===== config.mk =====
export PLATFORM = sky130hd
export DESIGN_NAME = disk_seek_position_to_chs
export DESIGN_NICKNAME = d
export VERILOG_FILES = /design/src/rtl/dspc_pkg.sv /design/src/rtl/disk_seek_position_to_chs.sv
export SDC_FILE = /design/constraint.sdc
export NUM_CORES = 1
export LEC_CHECK = 0
export BUFFER_PORTS_ARGS = -buffer_cell sky130_fd_sc_hd__clkbuf_2
export CAP_MARGIN = 30
export CORE_MARGIN = 3
export CORE_UTILIZATION = 45
export DETAILED_ROUTE_END_ITERATION = 7
export HOLD_SLACK_MARGIN = 0.03
export PLACE_DENSITY_LB_ADDON = 0.2
export RECOVER_POWER = 100
export REMOVE_ABC_BUFFERS = 1
export SLEW_MARGIN = 20
export SYNTH_ARGS = -nofsm -noshare
export SYNTH_HDL_FRONTEND = slang
export SYNTH_SLANG_ARGS = --single-unit

===== constraint.sdc =====
create_clock -name aclk -period 12.8 [get_ports aclk]
set_input_delay 0.64 -clock aclk [delete_from_list [all_inputs] [get_ports aclk]]
set_output_delay 0.64 -clock aclk [all_outputs]
set_load 0.01 [all_outputs]

===== src/rtl/dspc_pkg.sv =====
// ----------------------------------------------------------------------------
// Disk seek position package
// Types and constants shared by the seek position keeper and its users.
// ----------------------------------------------------------------------------
package dspc_pkg;

    localparam int POS_W = 24;
    localparam int GEO_W = 11;  // width of sectors_per_track * head_count
    localparam int CNT_W = $clog2(POS_W);

    localparam logic [24:0] POS_LIMIT_MAX = 25'd16777216;

    // Configuration register indexes
    localparam logic [1:0] CFG_HEAD_COUNT        = 2'd0;
    localparam logic [1:0] CFG_SECTORS_PER_TRACK = 2'd1;
    localparam logic [1:0] CFG_DISK_BYTES        = 2'd2;

    localparam logic [4:0]  HEAD_COUNT_RST        = 5'd2;
    localparam logic [5:0]  SECTORS_PER_TRACK_RST = 6'd18;
    localparam logic [24:0] DISK_BYTES_RST        = 25'd1474560;

    // Seek modes
    localparam logic [1:0] MODE_ABS = 2'd0;
    localparam logic [1:0] MODE_REL = 2'd1;

    // Error codes
    localparam logic [1:0] ERR_OK    = 2'd0;
    localparam logic [1:0] ERR_MODE  = 2'd1;
    localparam logic [1:0] ERR_RANGE = 2'd2;

    typedef struct packed {
        logic [1:0]         seek_mode;
        logic signed [31:0] seek_offset;
    } seek_req_t;

    typedef struct packed {
        logic [23:0] position;
        logic [1:0]  error_code;
        logic [3:0]  head_number;
        logic [9:0]  cylinder_number;
        logic [5:0]  sector_number;
    } seek_rsp_t;

    typedef enum logic [1:0] {
        ST_IDLE,
        ST_CHECK,
        ST_DIV,
        ST_OUT
    } seek_state_t;

    // Which quotient is being produced: the block by reciprocal multiply, cylinder and head on the shared divider
    typedef enum logic [1:0] {
        PH_BLOCK,
        PH_CYL,
        PH_HEAD
    } div_phase_t;

endpackage


===== src/rtl/disk_seek_position_to_chs.sv =====
// From an input transfer to the result: a range check, a reciprocal multiply for the
// block index, 2 divisions on one shared restoring divider and an output stage.
// A new item is accepted only once the last one has reached the output register;
// the next item is accepted while a result waits on the output.
// Reset (aresetn low, synchronous) sets position 0 and the default geometry:
// 2 heads, 18 sectors per track, 1474560 bytes.
// ----------------------------------------------------------------------------
// Disk seek position to cylinder/head/sector
// Keeps a byte position, applies absolute or relative seeks with range
// checks, and maps the current block to cylinder, head and sector.
// ----------------------------------------------------------------------------
module disk_seek_position_to_chs #(
    parameter int BLOCK_BYTES = 512
) (
    input  logic                 aclk,
    input  logic                 aresetn,
    input  logic                 s_valid,
    output logic                 s_ready,
    input  dspc_pkg::seek_req_t  s_data,
    output logic                 m_valid,
    input  logic                 m_ready,
    output dspc_pkg::seek_rsp_t  m_data,
    input  logic                 cfg_valid,
    output logic                 cfg_ready,
    input  logic [1:0]           cfg_index,
    input  logic [24:0]          cfg_data
);
    import dspc_pkg::*;

    localparam int BB_L   = $clog2(BLOCK_BYTES);
    localparam int RCP_SH = POS_W + BB_L;
    localparam int RCP_W  = POS_W + 2;
    localparam int PROD_W = POS_W + RCP_W;
    localparam int DVS_W  = GEO_W;

    // Rounded-up reciprocal of the block size; the product shifted down by RCP_SH
    // gives the exact quotient for every 24-bit position.
    localparam logic [RCP_W-1:0] RCP_MUL =
        RCP_W'(((64'd1 << RCP_SH) + 64'(BLOCK_BYTES) - 64'd1) / 64'(BLOCK_BYTES));

    seek_state_t state_reg, state_next;
    div_phase_t  phase_reg, phase_next;
    logic [CNT_W-1:0] cnt_reg, cnt_next;

    logic [4:0]  head_count_reg;
    logic [5:0]  spt_reg;
    logic [24:0] disk_bytes_reg;

    seek_req_t   req_reg, req_next;
    logic [POS_W-1:0] pos_reg, pos_next;
    logic [1:0]  err_reg, err_next;
    logic [DVS_W-1:0] dvs_reg, dvs_next;
    logic [POS_W-1:0] quo_reg, quo_next;
    logic [DVS_W-1:0] rem_reg, rem_next;
    logic [9:0]  cyl_reg, cyl_next;
    logic [3:0]  head_reg, head_next;
    logic [5:0]  sec_reg, sec_next;
    seek_rsp_t   out_reg, out_next;
    logic        m_valid_reg, m_valid_next;

    // Divider step
    logic [DVS_W:0]   rem_shift;
    logic [DVS_W:0]   trial;
    logic             step_ge;
    logic [DVS_W-1:0] rem_step;
    logic [POS_W-1:0] quo_step;

    // Block index
    logic [PROD_W-1:0] blk_prod;
    logic [POS_W-1:0]  blk_quo;

    // Geometry
    logic [4:0]       hds_eff;
    logic [5:0]       spt_eff;
    logic [GEO_W-1:0] per_cyl;

    // Range check
    logic [24:0] limit_eff;
    logic [33:0] cur_ext;
    logic [33:0] off_ext;
    logic [33:0] target;
    logic        in_range;
    logic        out_free;

    assign s_ready   = (state_reg == ST_IDLE);
    assign cfg_ready = 1'b1;
    assign m_valid   = m_valid_reg;
    assign m_data    = out_reg;
    assign out_free  = !m_valid_reg || m_ready;

    assign hds_eff = (head_count_reg == 5'd0) ? 5'd1 : head_count_reg;
    assign spt_eff = (spt_reg == 6'd0) ? 6'd1 : spt_reg;
    assign per_cyl = GEO_W'(spt_eff) * GEO_W'(hds_eff);

    assign limit_eff = (disk_bytes_reg > POS_LIMIT_MAX) ? POS_LIMIT_MAX : disk_bytes_reg;
    assign cur_ext   = {10'd0, pos_reg};
    assign off_ext   = {{2{req_reg.seek_offset[31]}}, req_reg.seek_offset};
    assign target    = (req_reg.seek_mode == MODE_REL) ? (cur_ext + off_ext) : off_ext;
    assign in_range  = !target[33] && (target < {9'd0, limit_eff});

    assign blk_prod = PROD_W'(quo_reg) * PROD_W'(RCP_MUL);
    assign blk_quo  = POS_W'(blk_prod >> RCP_SH);

    // One restoring division step: shift in the next dividend bit.
    assign rem_shift = {rem_reg, quo_reg[POS_W-1]};
    assign trial     = rem_shift - {1'b0, dvs_reg};
    assign step_ge   = (rem_shift >= {1'b0, dvs_reg});
    assign rem_step  = step_ge ? trial[DVS_W-1:0] : rem_shift[DVS_W-1:0];
    assign quo_step  = {quo_reg[POS_W-2:0], step_ge};

    // Next state
    always_comb begin
        state_next = state_reg;
        unique case (state_reg)
            ST_IDLE: begin
                if (s_valid) begin
                    state_next = ST_CHECK;
                end
            end
            ST_CHECK: begin
                state_next = ST_DIV;
            end
            ST_DIV: begin
                if (cnt_reg == '0 && phase_reg == PH_HEAD) begin
                    state_next = ST_OUT;
                end
            end
            ST_OUT: begin
                if (out_free) begin
                    state_next = ST_IDLE;
                end
            end
            default: state_next = ST_IDLE;
        endcase
    end

    // Datapath and outputs
    always_comb begin
        req_next     = req_reg;
        pos_next     = pos_reg;
        err_next     = err_reg;
        phase_next   = phase_reg;
        cnt_next     = cnt_reg;
        dvs_next     = dvs_reg;
        quo_next     = quo_reg;
        rem_next     = rem_reg;
        cyl_next     = cyl_reg;
        head_next    = head_reg;
        sec_next     = sec_reg;
        out_next     = out_reg;
        m_valid_next = m_valid_reg;

        if (m_valid_reg && m_ready) begin
            m_valid_next = 1'b0;
        end

        unique case (state_reg)
            ST_IDLE: begin
                if (s_valid) begin
                    req_next = s_data;
                end
            end
            ST_CHECK: begin
                if (req_reg.seek_mode != MODE_ABS && req_reg.seek_mode != MODE_REL) begin
                    err_next = ERR_MODE;
                end else if (target != cur_ext && !in_range) begin
                    err_next = ERR_RANGE;
                end else begin
                    err_next = ERR_OK;
                    pos_next = target[POS_W-1:0];
                end
                // Hold the position that will stand; the next cycle turns it into a block.
                quo_next   = (err_next == ERR_OK) ? target[POS_W-1:0] : pos_reg;
                rem_next   = '0;
                phase_next = PH_BLOCK;
                cnt_next   = CNT_W'(POS_W - 1);
            end
            ST_DIV: begin
                if (phase_reg == PH_BLOCK) begin
                    quo_next   = blk_quo;
                    rem_next   = '0;
                    dvs_next   = DVS_W'(per_cyl);
                    cnt_next   = CNT_W'(POS_W - 1);
                    phase_next = PH_CYL;
                end else begin
                    quo_next = quo_step;
                    rem_next = rem_step;
                    cnt_next = cnt_reg - CNT_W'(1);
                    if (cnt_reg == '0) begin
                        cnt_next = CNT_W'(POS_W - 1);
                        rem_next = '0;
                        case (phase_reg)
                            PH_CYL: begin
                                cyl_next   = (|quo_step[POS_W-1:10]) ? 10'd1023
                                                                     : quo_step[9:0];
                                quo_next   = POS_W'(rem_step);
                                dvs_next   = DVS_W'(spt_eff);
                                phase_next = PH_HEAD;
                            end
                            default: begin
                                head_next = (|quo_step[POS_W-1:4]) ? 4'hF : quo_step[3:0];
                                sec_next  = rem_step[5:0] + 6'd1;
                            end
                        endcase
                    end
                end
            end
            ST_OUT: begin
                if (out_free) begin
                    out_next.position        = pos_reg;
                    out_next.error_code      = err_reg;
                    out_next.head_number     = head_reg;
                    out_next.cylinder_number = cyl_reg;
                    out_next.sector_number   = sec_reg;
                    m_valid_next             = 1'b1;
                end
            end
            default: ;
        endcase
    end

    always_ff @(posedge aclk) begin
        if (!aresetn) begin
            state_reg      <= ST_IDLE;
            phase_reg      <= PH_BLOCK;
            cnt_reg        <= '0;
            pos_reg        <= '0;
            err_reg        <= ERR_OK;
            m_valid_reg    <= 1'b0;
            head_count_reg <= HEAD_COUNT_RST;
            spt_reg        <= SECTORS_PER_TRACK_RST;
            disk_bytes_reg <= DISK_BYTES_RST;
        end else begin
            state_reg   <= state_next;
            phase_reg   <= phase_next;
            cnt_reg     <= cnt_next;
            pos_reg     <= pos_next;
            err_reg     <= err_next;
            m_valid_reg <= m_valid_next;
            if (cfg_valid && cfg_ready) begin
                unique case (cfg_index)
                    CFG_HEAD_COUNT:        head_count_reg <= cfg_data[4:0];
                    CFG_SECTORS_PER_TRACK: spt_reg        <= cfg_data[5:0];
                    CFG_DISK_BYTES:        disk_bytes_reg <= cfg_data;
                    default: ;
                endcase
            end
        end
    end

    always_ff @(posedge aclk) begin
        req_reg  <= req_next;
        dvs_reg  <= dvs_next;
        quo_reg  <= quo_next;
        rem_reg  <= rem_next;
        cyl_reg  <= cyl_next;
        head_reg <= head_next;
        sec_reg  <= sec_next;
        out_reg  <= out_next;
    end

endmodule


==> key figures <==
Die
  – Number of ports placed on the die boundary: about 120
  – Effective utilization at floorplan: 0.458
  – Placeable core region: approximately 30000 um2
  – Die ar.: between 30000 and 40000 um2
  – Die W: about 180 um
  – Die height: roughly 180 um
  – Total number of placement rows: 63

Timing
  – Setup repair after global routing missed its margin: false
  – Final hold slack: around 0.28 ns
  – Endpoints failing hold: 0
  – Post-route clock period utilization: 0.562
  – Pins Over Slew Limit: 176
  – Final TNS setup: 0 ns
  – Fin Clk Skew: 0.0123 ns
  – Shortest clock period the worst path allows after layout: between 7 and 8 ns
  – Count of endpoints failing setup in the final report: 0
  – Rel. slew slack: -0.901
  – Actual transition at the worst max-transition pin: 2.85 ns
  – Max frequency: 139 MHz

Yosys
  – Number of enable flip-flop cells after synthesis: 146
  – Cell types occupying the most area after synthesis: sky130_fd_sc_hd__edfxtp_1 32%, sky130_fd_sc_hd__dfxtp_1 11%, sky130_fd_sc_hd__ha_1 7.7%
  – Number of cells produced by synthesis: between 1000 and 1500
  – Cell type with the largest total area after synthesis: sky130_fd_sc_hd__edfxtp_1
  – Post-Synthesis Mean Instance Area: 9.43 um2
  – Synth warnings: 0
  – Synth async-reset ratio: 0
  – Number of distinct standard cells referenced by the synthesized netlist: 88
  – Flip-flop and latch count after synthesis: between 200 and 250
  – Summed instance area of the synthesized netlist: ~14000 um2
  – Most used flip-flop cell after synthesis: sky130_fd_sc_hd__edfxtp_1
  – Fraction of the yosys area taken by sequential cells: 0.427
  – Synth top area share: 0.321

Cells and area
  – Count of nets after finishing: between 1500 and 2000
  – Filler cell count in the final layout: 2817
  – Ratio of cells with drive above 1 in the final layout: 0.0960
  – Area growth, synth to finish: 12.1%
  – Max reg flops: 46
  – Most used cells in the layout excluding fill and tap cells: 201 x sky130_fd_sc_hd__nand2_1, 146 x sky130_fd_sc_hd__edfxtp_1, 102 x sky130_fd_sc_hd__a21oi_1
  – Antenna Diode Count: 0
  – Share of the core filled with cells: 0.513
  – Most frequent standard cell in the layout excluding fill and tap cells: sky130_fd_sc_hd__nand2_1

Placement
  – Buffers added on ports: between 100 and 150
  – Final HPWL from detailed placement: ~30000 um
  – Routability congestion estimate: approximately 0.94

CTS
  – Post-CTS Setup Inserts: 0
  – TritonCTS Buffers: 26
  – Hold-fix buffer count after cts: 0
  – CTS H-tree depth: 1
  – Resized cells post-CTS: 0
  – CTS Sinks: 218
  – CTS clock-pin slew for the worst setup and hold paths: roughly 0.06 ns
  – Clock latency on the worst-skew pair: around 0.54 ns
  – Root Driver: sky130_fd_sc_hd__clkbuf_16
  – Maximum buffer depth of the clock tree: 3
  – Clock tree from TritonCTS: done

Power
  – PD cells: ~160 nW/um2
  – Worst-case vdd ir drop: between 80 and 90 uV
  – Reported leakage power: 5.71 nW
  – Overall power consumption: ~2.5 mW

Global routing
  – Maximum number of pins on one net before global-route repair: 55
  – First-pass GRT wire length: 61400 um
  – Aggregate global-route resource usage: 0.234
  – Number of antenna violations at the first check in global routing: 0
  – Remaining Overflow, GRT: 0
  – Via count of the first global-routing pass: 10700

Hold path
  – Classification of the worst-slack hold path: input pin to flop

Detailed routing
  – Detailed-router iteration count before antenna repair: 6
  – Number of antenna-violating nets in the routed design: 0
  – Iteration-0 DRC Markers: 1140
  – Post-route DRC: 0
  – Routed WL per cell: between 20 and 25 um
  – Wire length reported by the detailed router: 39800 um
  – Via count: 11600
  – Vias per cell: 5.99

Critical path
  – CP endpoint kind: flop
  – CP Cell Sequence: ha_1 > fa_1 > a21o_1 > a221o_1 > a2bb2oi_1 > nand2b_1 > xnor2_1 > o21ai_0 > ha_1 > nand3_1 > or4_1 > o2111ai_1 > a22oi_1 > a21boi_0 > o32a_1 > clkbuf_1 > nor2_1 > o311ai_0
  – Longest individual stage delay on the worst path: between 0.9 and 1 ns
  – Arrival time at the worst endpoint: about 7.5 ns
  – Crit-path slowest cell: sky130_fd_sc_hd__clkbuf_1
  – Top fanout value on the critical path: 26
  – Worst Path Class, Setup: flop to flop
  – Most used cell along the critical path: sky130_fd_sc_hd__ha_1
  – Critical path launch point type: flop
  – CP delay by family, top: compound AO/OA/AOI/OAI gates
  – Total buffers and inverters traversed by the critical path: 1
  – Crit path required time: ~13 ns

Flow run
  – Max cap viols: 5

Status
  – Violated checks: capacitance limit, slew limit
  – Status: finished with violations
cells in the mapped netlist, drive strengths merged, types with 18 or more instances:
cell type	instances
a31oi	24
clkbuf	57
nand2	201
a311oi	20
o211ai	22
a21oi	105
nor2	89
nand3	33
inv	74
mux2i	34
ha	84
nor3	32
o21ai	61
buf	26
dfxtp	72
nand4	27
edfxtp	146
xor2	24
and2	18
nor4	18
xnor2	39
routing by layer:
layer / vias to the layer above / part of all wire / track usage
met5: - / 0 / 0
met4: 0 / 0.021 / 0.0504
met3: 49 / 0.084 / 0.0555
met2: 481 / 0.43 / 0.350
met1: 5531 / 0.46 / 0.347
li1: 5507 / - / -
report_power, final:
group	leakage (nW)	total (mW)	internal, mW	switching [mW]
Sequential	1.88	1.00	0.906	0.0982
Clock	0.429	0.750	0.451	0.298
Combinational	3.40	0.764	0.251	0.513
cell type report:
cell class                 instances  area [um2]  share of cell area
clock buffer                      30         697              0.0456
clock inverter                    16         178              0.0116
inverter                          76         285              0.0187
multi-input combinational       1070        7190               0.470
sequential                       218        5830               0.381
tap                              390         488              0.0319
timing repair buffer             132         621              0.0406
stage by stage:
stage	instances	instance area (um2)	worst slack, ns
detailed placement	1881	14500	6.98
floorplan	1364	13300	7.46
finish	1932	15300	5.60
global route	1932	15300	5.26
CTS	1927	15400	6.93
global placement	1880	14500	7.02
logic make-up (layout without fill, tap and decap cells):
family	count (synthesis)	after routing	synth area share
compound gates	369	369	0.184
xor+xnor	63	63	0.0405
fa+ha+maj	98	98	0.0976
buf+inv	159	254	0.0465
flops	218	218	0.427
mux	36	36	0.0266
other cells	1	1	0.000275
simple gates	503	503	0.177
worst paths after layout:
check,start,end,slack (ns),cells after the start
setup / recovery,off_ext[0]$_DFFE_PP_,quo_reg[0]$_DFFE_PP_,5.60,18
hold / removal,s_data[18],off_ext[18]$_DFFE_PP_,0.28,1
setup reg to reg,off_ext[0]$_DFFE_PP_,quo_reg[0]$_DFFE_PP_,5.60,18
hold reg to reg,head_reg[3]$_SDFFCE_PP1P_,m_data[19]$_DFFE_PP_,0.42,0
No activity file was read; power rests on OpenSTA's default activity.
